File: src/rtl/core/lpfm_pkg.sv
// ----------------------------------------------------------------------------
// LRU page frame manager package
// Shared widths, bit positions and controller/datapath interface types.
// ----------------------------------------------------------------------------
package lpfm_pkg;

    localparam int NUM_FRAMES = 64;
    localparam int FRAME_W    = $clog2(NUM_FRAMES);
    localparam int CNT_W      = 7;
    localparam int FILE_W     = 8;
    localparam int PAGE_W     = 12;
    localparam int STAMP_W    = 64;
    localparam int ENTRY_W    = STAMP_W + FILE_W + PAGE_W;

    localparam logic [CNT_W-1:0] CNT_RESET = CNT_W'(NUM_FRAMES);

    // s_tdata: file_id, page_index
    localparam int S_DATA_W = 24;

    // m_tdata: frame, hit, evicted, evicted_file, evicted_page, writeback
    localparam int M_DATA_W    = 32;
    localparam int OUT_HIT_BIT = FRAME_W;
    localparam int OUT_EVC_BIT = FRAME_W + 1;
    localparam int OUT_WB_BIT  = FRAME_W + 2 + FILE_W + PAGE_W;

    typedef struct packed {
        logic start;
        logic issue;
        logic commit;
    } lpfm_cmd_t;

    typedef struct packed {
        logic scan_last;
        logic out_busy;
    } lpfm_sts_t;

endpackage

File: src/rtl/core/lpfm_ctrl.sv
// ----------------------------------------------------------------------------
// LRU page frame manager controller
// Sequences accept, frame table scan, drain of the last read and commit.
// ----------------------------------------------------------------------------
module lpfm_ctrl import lpfm_pkg::*; (
    input  logic      aclk,
    input  logic      aresetn,
    input  logic      s_tvalid,
    output logic      s_tready,
    input  lpfm_sts_t sts,
    output lpfm_cmd_t cmd
);

    typedef enum logic [3:0] {
        ST_IDLE  = 4'b0001,
        ST_SCAN  = 4'b0010,
        ST_DRAIN = 4'b0100,
        ST_DONE  = 4'b1000
    } state_t;

    state_t state_reg, state_next;

    always_comb begin
        state_next = state_reg;
        cmd        = '0;
        s_tready   = 1'b0;
        case (state_reg)
            ST_IDLE: begin
                s_tready  = 1'b1;
                cmd.start = s_tvalid;
                if (s_tvalid) begin
                    state_next = ST_SCAN;
                end
            end
            ST_SCAN: begin
                cmd.issue = 1'b1;
                if (sts.scan_last) begin
                    state_next = ST_DRAIN;
                end
            end
            ST_DRAIN: begin
                state_next = ST_DONE;
            end
            ST_DONE: begin
                cmd.commit = !sts.out_busy;
                if (!sts.out_busy) begin
                    state_next = ST_IDLE;
                end
            end
            default: begin
                state_next = ST_IDLE;
            end
        endcase
    end

    always_ff @(posedge aclk) begin
        if (!aresetn) begin
            state_reg <= ST_IDLE;
        end else begin
            state_reg <= state_next;
        end
    end

endmodule

File: config.mk
export PLATFORM = sky130hd
export DESIGN_NAME = lpfm_ctrl
export DESIGN_NICKNAME = d
export VERILOG_FILES = /design/src/rtl/core/lpfm_pkg.sv /design/src/rtl/core/lpfm_ctrl.sv
export SDC_FILE = /design/constraint.sdc
export NUM_CORES = 1
export LEC_CHECK = 0
export ABC_AREA = 1
export BUFFER_PORTS_ARGS = -buffer_cell sky130_fd_sc_hd__buf_2
export CAP_MARGIN = 10
export CELL_PAD_IN_SITES_DETAIL_PLACEMENT = 0
export CELL_PAD_IN_SITES_GLOBAL_PLACEMENT = 1
export CORE_AREA = 2 2 39 41
export CTS_CLUSTER_SIZE = 40
export DETAILED_ROUTE_END_ITERATION = 10
export DIE_AREA = 0 0 41 43
export GPL_ROUTABILITY_DRIVEN = 1
export HOLD_SLACK_MARGIN = 0.1
export PLACE_DENSITY = 0.58
export SLEW_MARGIN = 20
export SYNTH_ARGS = -nofsm -noshare
export SYNTH_HDL_FRONTEND = slang
export SYNTH_SLANG_ARGS = --single-unit
export TNS_END_PERCENT = 50
File: constraint.sdc
create_clock -name aclk -period 1 [get_ports aclk]
set_input_delay 0.05 -clock aclk [delete_from_list [all_inputs] [get_ports aclk]]
set_output_delay 0.05 -clock aclk [all_outputs]
set_load 0.05 [all_outputs]
==> results.toml, run 1 <==
[outcome]
outcome = "complete, but fails checks"
violations = "setup timing"

[routing]
wirelength_um = 553
wl_per_cell_um = 7.789
vias = 279
drt-pass1-iter-count = 4
remaining_drc_errors = 0
drtIter0Drc = 6
detail-route-antenna-nets = 0
viasPerCell = 3.930

[power_and_ir_drop]
peakVddDrop_mv = 0.4876
p_leak_nw = 0.2116
fin_total_pwr_uw = 623.9
p_per_area_nw_per_um2 = 1370

[floorplan]
core_um2 = 1384
die_w_um = 41
rows = 14
die_h_um = 43
die_area_um2 = 1763
ios = 9
initial_utilization_pct = 17.54

[finish]
antenna_cells = 0
final_cell_mix = "8 x buf_4, 5 x nand3_1"
regArea_um2 = 85.08
stdcell_area_um2 = 455.4
stdcell_count = 71
final_common_cell = "buf_4"
drive_gt1_share_pct = 63.64
final_core_util_pct = 32.91
largest_register_ffs = 4
final.fill_count = 155
syn_to_final_growth_pct = 87.63
fin_nets = 62
multi_input_area_um2 = 157.7

[logic_synthesis]
synth_nets = 41
ys_warn_count = 0
avgSynthCellArea_um2 = 6.743
synth_top_area_share_pct = 32.99
synth_cell_types = 14
ys_ff_latch = 4
synthCells = 36
yosysSeqAreaShare_pct = 32.99
synth_area_leaders = "dfxtp_1 33%, nand3_1 10%, inv_1 9.3%"
synth_area_um2 = 242.7
yosys.area.top_type = "dfxtp_1"

[cts]
clockBufferDepth = 2
htreeDepth = 1
path_clk_slew_ps = 40
numCtsBuffers = 3
worstSkewPairLatency_ps = 230
cts_root_buf = "clkbuf_4"
clkSinkCount = 4
cts_tree = "done"

[global_route]
grt_first_pass_wirelength_um = 1021
antenna_found_initial = 0
grt-ovfl-total = 0
grt_usage_pct = 8.844
grt_max_degree = 5
grt_pass1_vias = 283

[worst_setup_path]
cp-start-kind = "flop"
crit_arrival_ps = 1090
cp_cell_sequence = "inv_2 > nor2_4 > nand2_4 > clkinv_4 > nand2_4 > clkinvlp_4 > buf_8"
path_buf_inv = 4
critical-path-max-stage-delay_ps = 340
worstReg2RegEnd = "state_reg[0]"
crit_start = "state_reg[0]"
worstSetupEndpointType = "primary output"
r2r-start = "state_reg[0]"
crit_slowest_cell = "dfxtp_2"
rrSetupSlack_ps = -110
worstRegToRegCells = 7
cp_common_cell = "nand2_4"
critical_path_class = "reg2out"
worst_ep_required_time_ps = 950
path_max_fanout = 3
path_delay_family = "flip-flops"

[sta]
setup_viol = 7
rsz0062_at_grt = "true"
finClkSkew_ps = 3.273
worstMarginPinSlew_ps = 150.4
fin_ws_ps = -135.5
min_period_ps = 1136
clock.fmax_mhz = 880.6
hold_slack_ps = 110.4
fin_tns_setup_ps = -641.6
finalMaxSlewViolations = 0
min_period_over_period_pct = 113.6
timing_hold_violations_final = 0
max_slew_margin_pct = 89.95

[placement]
pre_cts_ws_ps = -55.16
postPlaceCellArea_um2 = 354.1
hpwl_um = 463.2
portBuffers = 8
dp_cells = 64
place.gp.congestion = 0.7215

[run]
maxCapViolCount = 0

[hold_path]
hold_path_class = "in2reg"
min_delay_path_depth = 3
hold_path_end = "state_reg[2]"
worstHoldStart = "sts[1]"
[per-layer routing]
metal	track usage, %	wire length [um]	up-vias
li1	-	-	149
met1	8.710	205	122
met2	14.37	318	6
met3	3.141	17	2
met4	6.000	11	0
met5	0	0	-
[final cells by class]
| cell class | count | share of cell area, % |
|---|---|---|
| well taps | 16 | 4.396 |
| multi-input cells | 24 | 34.62 |
| repair buffers | 16 | 28.85 |
| flip-flops and latches | 4 | 18.68 |
| inverters | 8 | 8.516 |
| clock buffers | 3 | 4.945 |
[cells in the mapped netlist]
master    count
nand3_1       5
nand2_1       5
inv_2         2
nand2_2       1
inv_1         6
dfxtp_1       4
nor2_2        1
nand3b_1      1
a21oi_2       1
nand4_1       1
nor2_4        2
o21bai_1      1
a21oi_1       1
nor2_1        5
[worst reg2reg max path, cell delays in order (launching register included)]
cell and delay (ps):
dfxtp_2 320, inv_2 70, nor2_4 40, buf_4 130
buf_4 120, nand3b_1 120, nand2_1 60, o21bai_1 140
[logic make-up after synthesis]
logic type | after synthesis | synth area share (%)
simple gates | 21 | 45.88
buf+inv | 8 | 12.37
flops | 4 | 32.99
compound gates | 3 | 8.763
[timing repair]
| action | CTS | global route |
|---|---|---|
| setup buffers | 3 | 0 |
| pin swaps | 4 | 0 |
| endpoints found under the hold margin | 2 | 0 |
| hold buffers | 1 | 0 |
| setup endpoints to repair | 7 | 7 |
| gates resized for setup | 14 | 2 |
[worst max path at each step]
stage,endpoint,slack (ps),cells after the start
3_3_place_gp,cmd[2],-60,7
2_1_floorplan,state_reg[2],-70,5
5_1_grt,cmd[2],-210,7
4_1_cts,cmd[2],-170,6
3_5_place_dp,cmd[2],-60,7
6_report,cmd[2],-140,7
[where the power goes]
part	internal [mW]	leakage [nW]	total (mW)	switching, mW
clock	0.134	0.0138	0.193	0.0594
sequential	0.172	0.0339	0.184	0.0118
combinational	0.117	0.164	0.247	0.130
Power figures use the tool's default switching activity.
==> inputs of run 2 (changes only) <==
- TNS_END_PERCENT: 50 -> 30
==> results.toml, run 2 (synthesis results as in run 1) <==
[finish]
final.fill_count = 153
regArea_um2 = 85.08
syn_to_final_growth_pct = 84.54
final_common_cell = "buf_4"
multi_input_area_um2 = 157.7
drive_gt1_share_pct = 62.96
antenna_cells = 0
stdcell_count = 70
fin_nets = 61
largest_register_ffs = 4

[cts]
htreeDepth = 1
path_clk_slew_ps = 30
cts_root_buf = "clkbuf_4"
clockBufferDepth = 2
numCtsBuffers = 3
cts_tree = "done"
worstSkewPairLatency_ps = 230
clkSinkCount = 4

[global_route]
grt_max_degree = 5
grt-ovfl-total = 0
grt_first_pass_wirelength_um = 1041
grt_pass1_vias = 275
antenna_found_initial = 0
grt_usage_pct = 9.438

[placement]
hpwl_um = 468.2
place.gp.congestion = 0.6760
pre_cts_ws_ps = -48.15
portBuffers = 8
dp_cells = 64

[power_and_ir_drop]
internal_power_uw = 407.1
fin_total_pwr_uw = 606.1
switching_power_uw = 199.0
sw_frac_of_total_pct = 32.84
p_leak_nw = 0.2057
seqPwrFrac_pct = 30.4
p_per_area_nw_per_um2 = 1353
peakVddDrop_mv = 0.4044
pwr-share-clk_pct = 32.1
p_comb_share_pct = 37.5

[worst_setup_path]
crit_arrival_ps = 1110
path_max_fanout = 3
worstSetupEndpointType = "primary output"
crit_start = "state_reg[3]"
crit_slowest_cell = "dfxtp_2"
cp_cell_sequence = "nor2_4 > nand2_2 > inv_4 > nand2_4 > clkinvlp_4 > buf_8"
worst_ep_required_time_ps = 950
critical_path_class = "reg2out"
r2r-start = "state_reg[3]"
critical-path-max-stage-delay_ps = 320
cp-start-kind = "flop"

[floorplan]
core_um2 = 1384
die_h_um = 43
initial_utilization_pct = 17.54
rows = 14
die_w_um = 41
die_area_um2 = 1763
ios = 9

[routing]
wl_met1_um = 233
wirelength_um = 587
drtIter0Drc = 0
detail-route-antenna-nets = 0
wl_met2_um = 342
wl_per_cell_um = 8.386
viasPerCell = 3.857
vias = 270
remaining_drc_errors = 0
drt-pass1-iter-count = 1
met3_length_um = 11
highest_layer = "met3"

[sta]
fin_ws_ps = -161.3
finClkSkew_ps = 2.950
max_slew_margin_pct = 86.93
finalMaxSlewViolations = 0
setup_viol = 5
rsz0062_at_grt = "true"
hold_slack_ps = 191.4
timing_hold_violations_final = 0
clock.fmax_mhz = 861.1
min_period_over_period_pct = 116.1
min_period_ps = 1161
worstMarginPinSlew_ps = 195.3

[run]
maxCapViolCount = 0

[outcome]
outcome = "complete, but fails checks"
violations = "setup timing"

[hold_path]
worstHoldStart = "sts[0]"
hold_path_class = "in2reg"
run 2: cell count changes in the layout (fill, tap and decap cells not counted):
cell	delta
buf_4	-2
clkinv_4	-1
dlygate4sd3_1	+1
inv_4	+1
nand2_2	+1
nand2_4	-1
nand3_1	-1
nand3_2	+1
run 2: power by group through the flow:
stage	Sequential, mW	Combinational, mW	Clock (mW)
final	0.184	0.228	0.195
after global routing	0.185	0.243	0.217
after CTS	0.184	0.226	0.206
after detailed placement	0.181	0.181	0
after global placement	0.180	0.182	0
after floorplan	0.179	0.122	0
run 2: stage by stage:
stage | utilization, % | cell area [um^2] | setup TNS, ps
floorplan | - | 254.0 | -179.8
global placement | 24.86 | 344.1 | -79.50
detailed placement | 24.86 | 344.1 | -68.40
CTS | 31.92 | 441.7 | -600.1
global route | 32.37 | 447.9 | -876.4
finish | 32.37 | 447.9 | -491.0
run 2: critical path: cells and delay by family (launching register included):
family / cells / cell delay (ps)
and+or+nand+nor: 3 / 280
buffers and inverters: 3 / 270
DFF: 1 / 320
run 2: layer usage:
layer  vias to the layer above  GRT usage (%)
li1                        149              -
met1                       117          10.29
met2                         4          13.75
met3                         0          3.141
met4                         0          8.000
met5                         -              0
run 2: repair_timing:
item / CTS / global route
hold endpoints to repair: 3 / 0
pin swaps: 2 / 2
setup endpoints to repair: 7 / 7
setup buffers: 1 / 0
hold buffers: 2 / 0
resized for setup: 17 / 2
run 2: path summary, 6_finish.rpt:
path,to,slack (ps),cells past startpoint
worst max register to register,state_reg[1],-80,7
worst min register to register,state_reg[3],560,2
worst min-delay path,state_reg[3],190,3
worst max-delay path,cmd[2],-160,6
run 2: final cells by class:
class	count	share of cell area, %
flip-flops and latches	4	18.99
inverters	8	8.101
multi-input cells	24	35.20
clock buffers	3	5.028
repair buffers	15	28.21
well taps	16	4.469
==> inputs of run 3 (changes only) <==
--- a/config.mk
+++ b/config.mk
@@ -18,3 +18,3 @@
 export HOLD_SLACK_MARGIN = 0.1
-export PLACE_DENSITY = 0.58
+export PLACE_DENSITY_LB_ADDON = 0.1
 export SLEW_MARGIN = 20
==> constraint.sdc (replaced) <==
create_clock -name aclk -period 1.3 [get_ports aclk]
set_input_delay 0.26 -clock aclk [delete_from_list [all_inputs] [get_ports aclk]]
set_output_delay 0.26 -clock aclk [all_outputs]
set_load 0.05 [all_outputs]
==> results.toml, run 3 (synthesis results as in run 1) <==
[outcome]
outcome = "complete, but fails checks"
violations = "setup timing"

[global_route]
grt-ovfl-total = 0
grt_pass1_vias = 239
grt_max_degree = 5
grt_first_pass_wirelength_um = 959
antenna_found_initial = 0
grt_usage_pct = 8.726

[routing]
wirelength_um = 625
wl_per_cell_um = 8.681
drtIter0Drc = 3
vias = 296
remaining_drc_errors = 0
viasPerCell = 4.111
drt-pass1-iter-count = 4
detail-route-antenna-nets = 0

[worst_setup_path]
worst_ep_required_time_ps = 1040
critical_path_class = "reg2out"
path_buf_inv = 3
path_delay_family = "flip-flops"
cp-start-kind = "flop"
crit_slowest_cell = "dfxtp_1"
critical-path-max-stage-delay_ps = 340
worstSetupEndpointType = "primary output"
cp_cell_sequence = "nor2_4 > nand2_2 > inv_2 > nand2_2 > inv_2 > buf_8"
path_max_fanout = 3
crit_arrival_ps = 1100

[run]
maxCapViolCount = 0

[placement]
pre_cts_ws_ps = 38.68
place.gp.congestion = 0.7553
postPlaceCellArea_um2 = 312.8
portBuffers = 8
hpwl_um = 458.9

[floorplan]
ios = 9
die_area_um2 = 1763
die_w_um = 41
die_h_um = 43
core_um2 = 1384
initial_utilization_pct = 17.54
rows = 14

[cts]
worstSkewPairLatency_ps = 230
path_clk_slew_ps = 30
clkSinkCount = 4
numCtsBuffers = 3
cts_root_buf = "clkbuf_4"
cts_tree = "done"
hold_buffers = 0
htreeDepth = 1
clockBufferDepth = 2

[sta]
clock.fmax_mhz = 735.3
rsz0062_at_grt = "true"
hold_slack_ps = 298.5
worstMarginPinSlew_ps = 180.4
finalMaxSlewViolations = 0
timing_hold_violations_final = 0
fin_ws_ps = -59.96
min_period_ps = 1360
finClkSkew_ps = 0.8586
max_slew_margin_pct = 87.96
setup_viol = 3
min_period_over_period_pct = 104.6

[power_and_ir_drop]
p_per_area_nw_per_um2 = 1101
p_leak_nw = 0.2198
peakVddDrop_mv = 0.3628
fin_total_pwr_uw = 490.4

[finish]
final.fill_count = 151
antenna_cells = 0
syn_to_final_growth_pct = 83.50
fin_nets = 63
largest_register_ffs = 4
final_common_cell = "buf_4"
drive_gt1_share_pct = 66.07
stdcell_area_um2 = 445.4

[hold_path]
hold_path_class = "in2reg"
run 3: worst register-to-register path, stage by stage (launching register included):
cell	delay, ps
dfxtp_1	340
nor2_4	140
nand2_2	90
buf_4	140
buf_4	120
buf_4	120
buf_4	120
nand3_2	60
o21bai_1	60
run 3: repair_timing:
action / 4_1_cts / 5_1_grt
buffers inserted: 6 / 2
resized for setup: 13 / 6
pin swaps: 4 / 3
endpoints found under the setup margin: 4 / 5
gates cloned: 0 / 0
run 3: power by group:
| group | internal, mW | leakage (nW) | switching (mW) | total [mW] |
|---|---|---|---|---|
| combinational | 0.0979 | 0.173 | 0.0994 | 0.197 |
| clock | 0.103 | 0.0138 | 0.0483 | 0.151 |
| sequential | 0.133 | 0.0334 | 0.00908 | 0.142 |
run 3: path summary, 6_finish.rpt:
check	start	endpoint	slack (ps)	depth (start not counted)
hold reg to reg	state_reg[2]	state_reg[3]	590	2
setup reg to reg	state_reg[2]	state_reg[0]	10	8
hold / removal	sts[1]	state_reg[2]	300	3
setup / recovery	state_reg[2]	cmd[2]	-60	6
run 3: final cells by class:
class / count / area (um^2) / area share, %
Sequential cell: 4 / 83.83 / 18.82
Tap cell: 16 / 20.02 / 4.494
Inverter: 8 / 30.03 / 6.742
Multi-Input combinational cell: 24 / 152.6 / 34.27
Timing Repair Buffer: 17 / 136.4 / 30.62
Clock buffer: 3 / 22.52 / 5.056
run 3: metal layers:
layer,global-route usage [%],wire [um],up-vias
met1,10.58,257,128
met3,1.571,33,2
met4,10.00,18,0
met2,11.25,316,14
li1,-,-,152
met5,0,0,-
run 3: stage by stage:
stage               util [%]  TNS, ps  cells
floorplan                  -   -132.1     36
global placement       22.60        0     61
detailed placement     22.60        0     61
CTS                    29.84   -185.0     70
global route           32.19   -331.2     72
finish                 32.19   -69.58     72
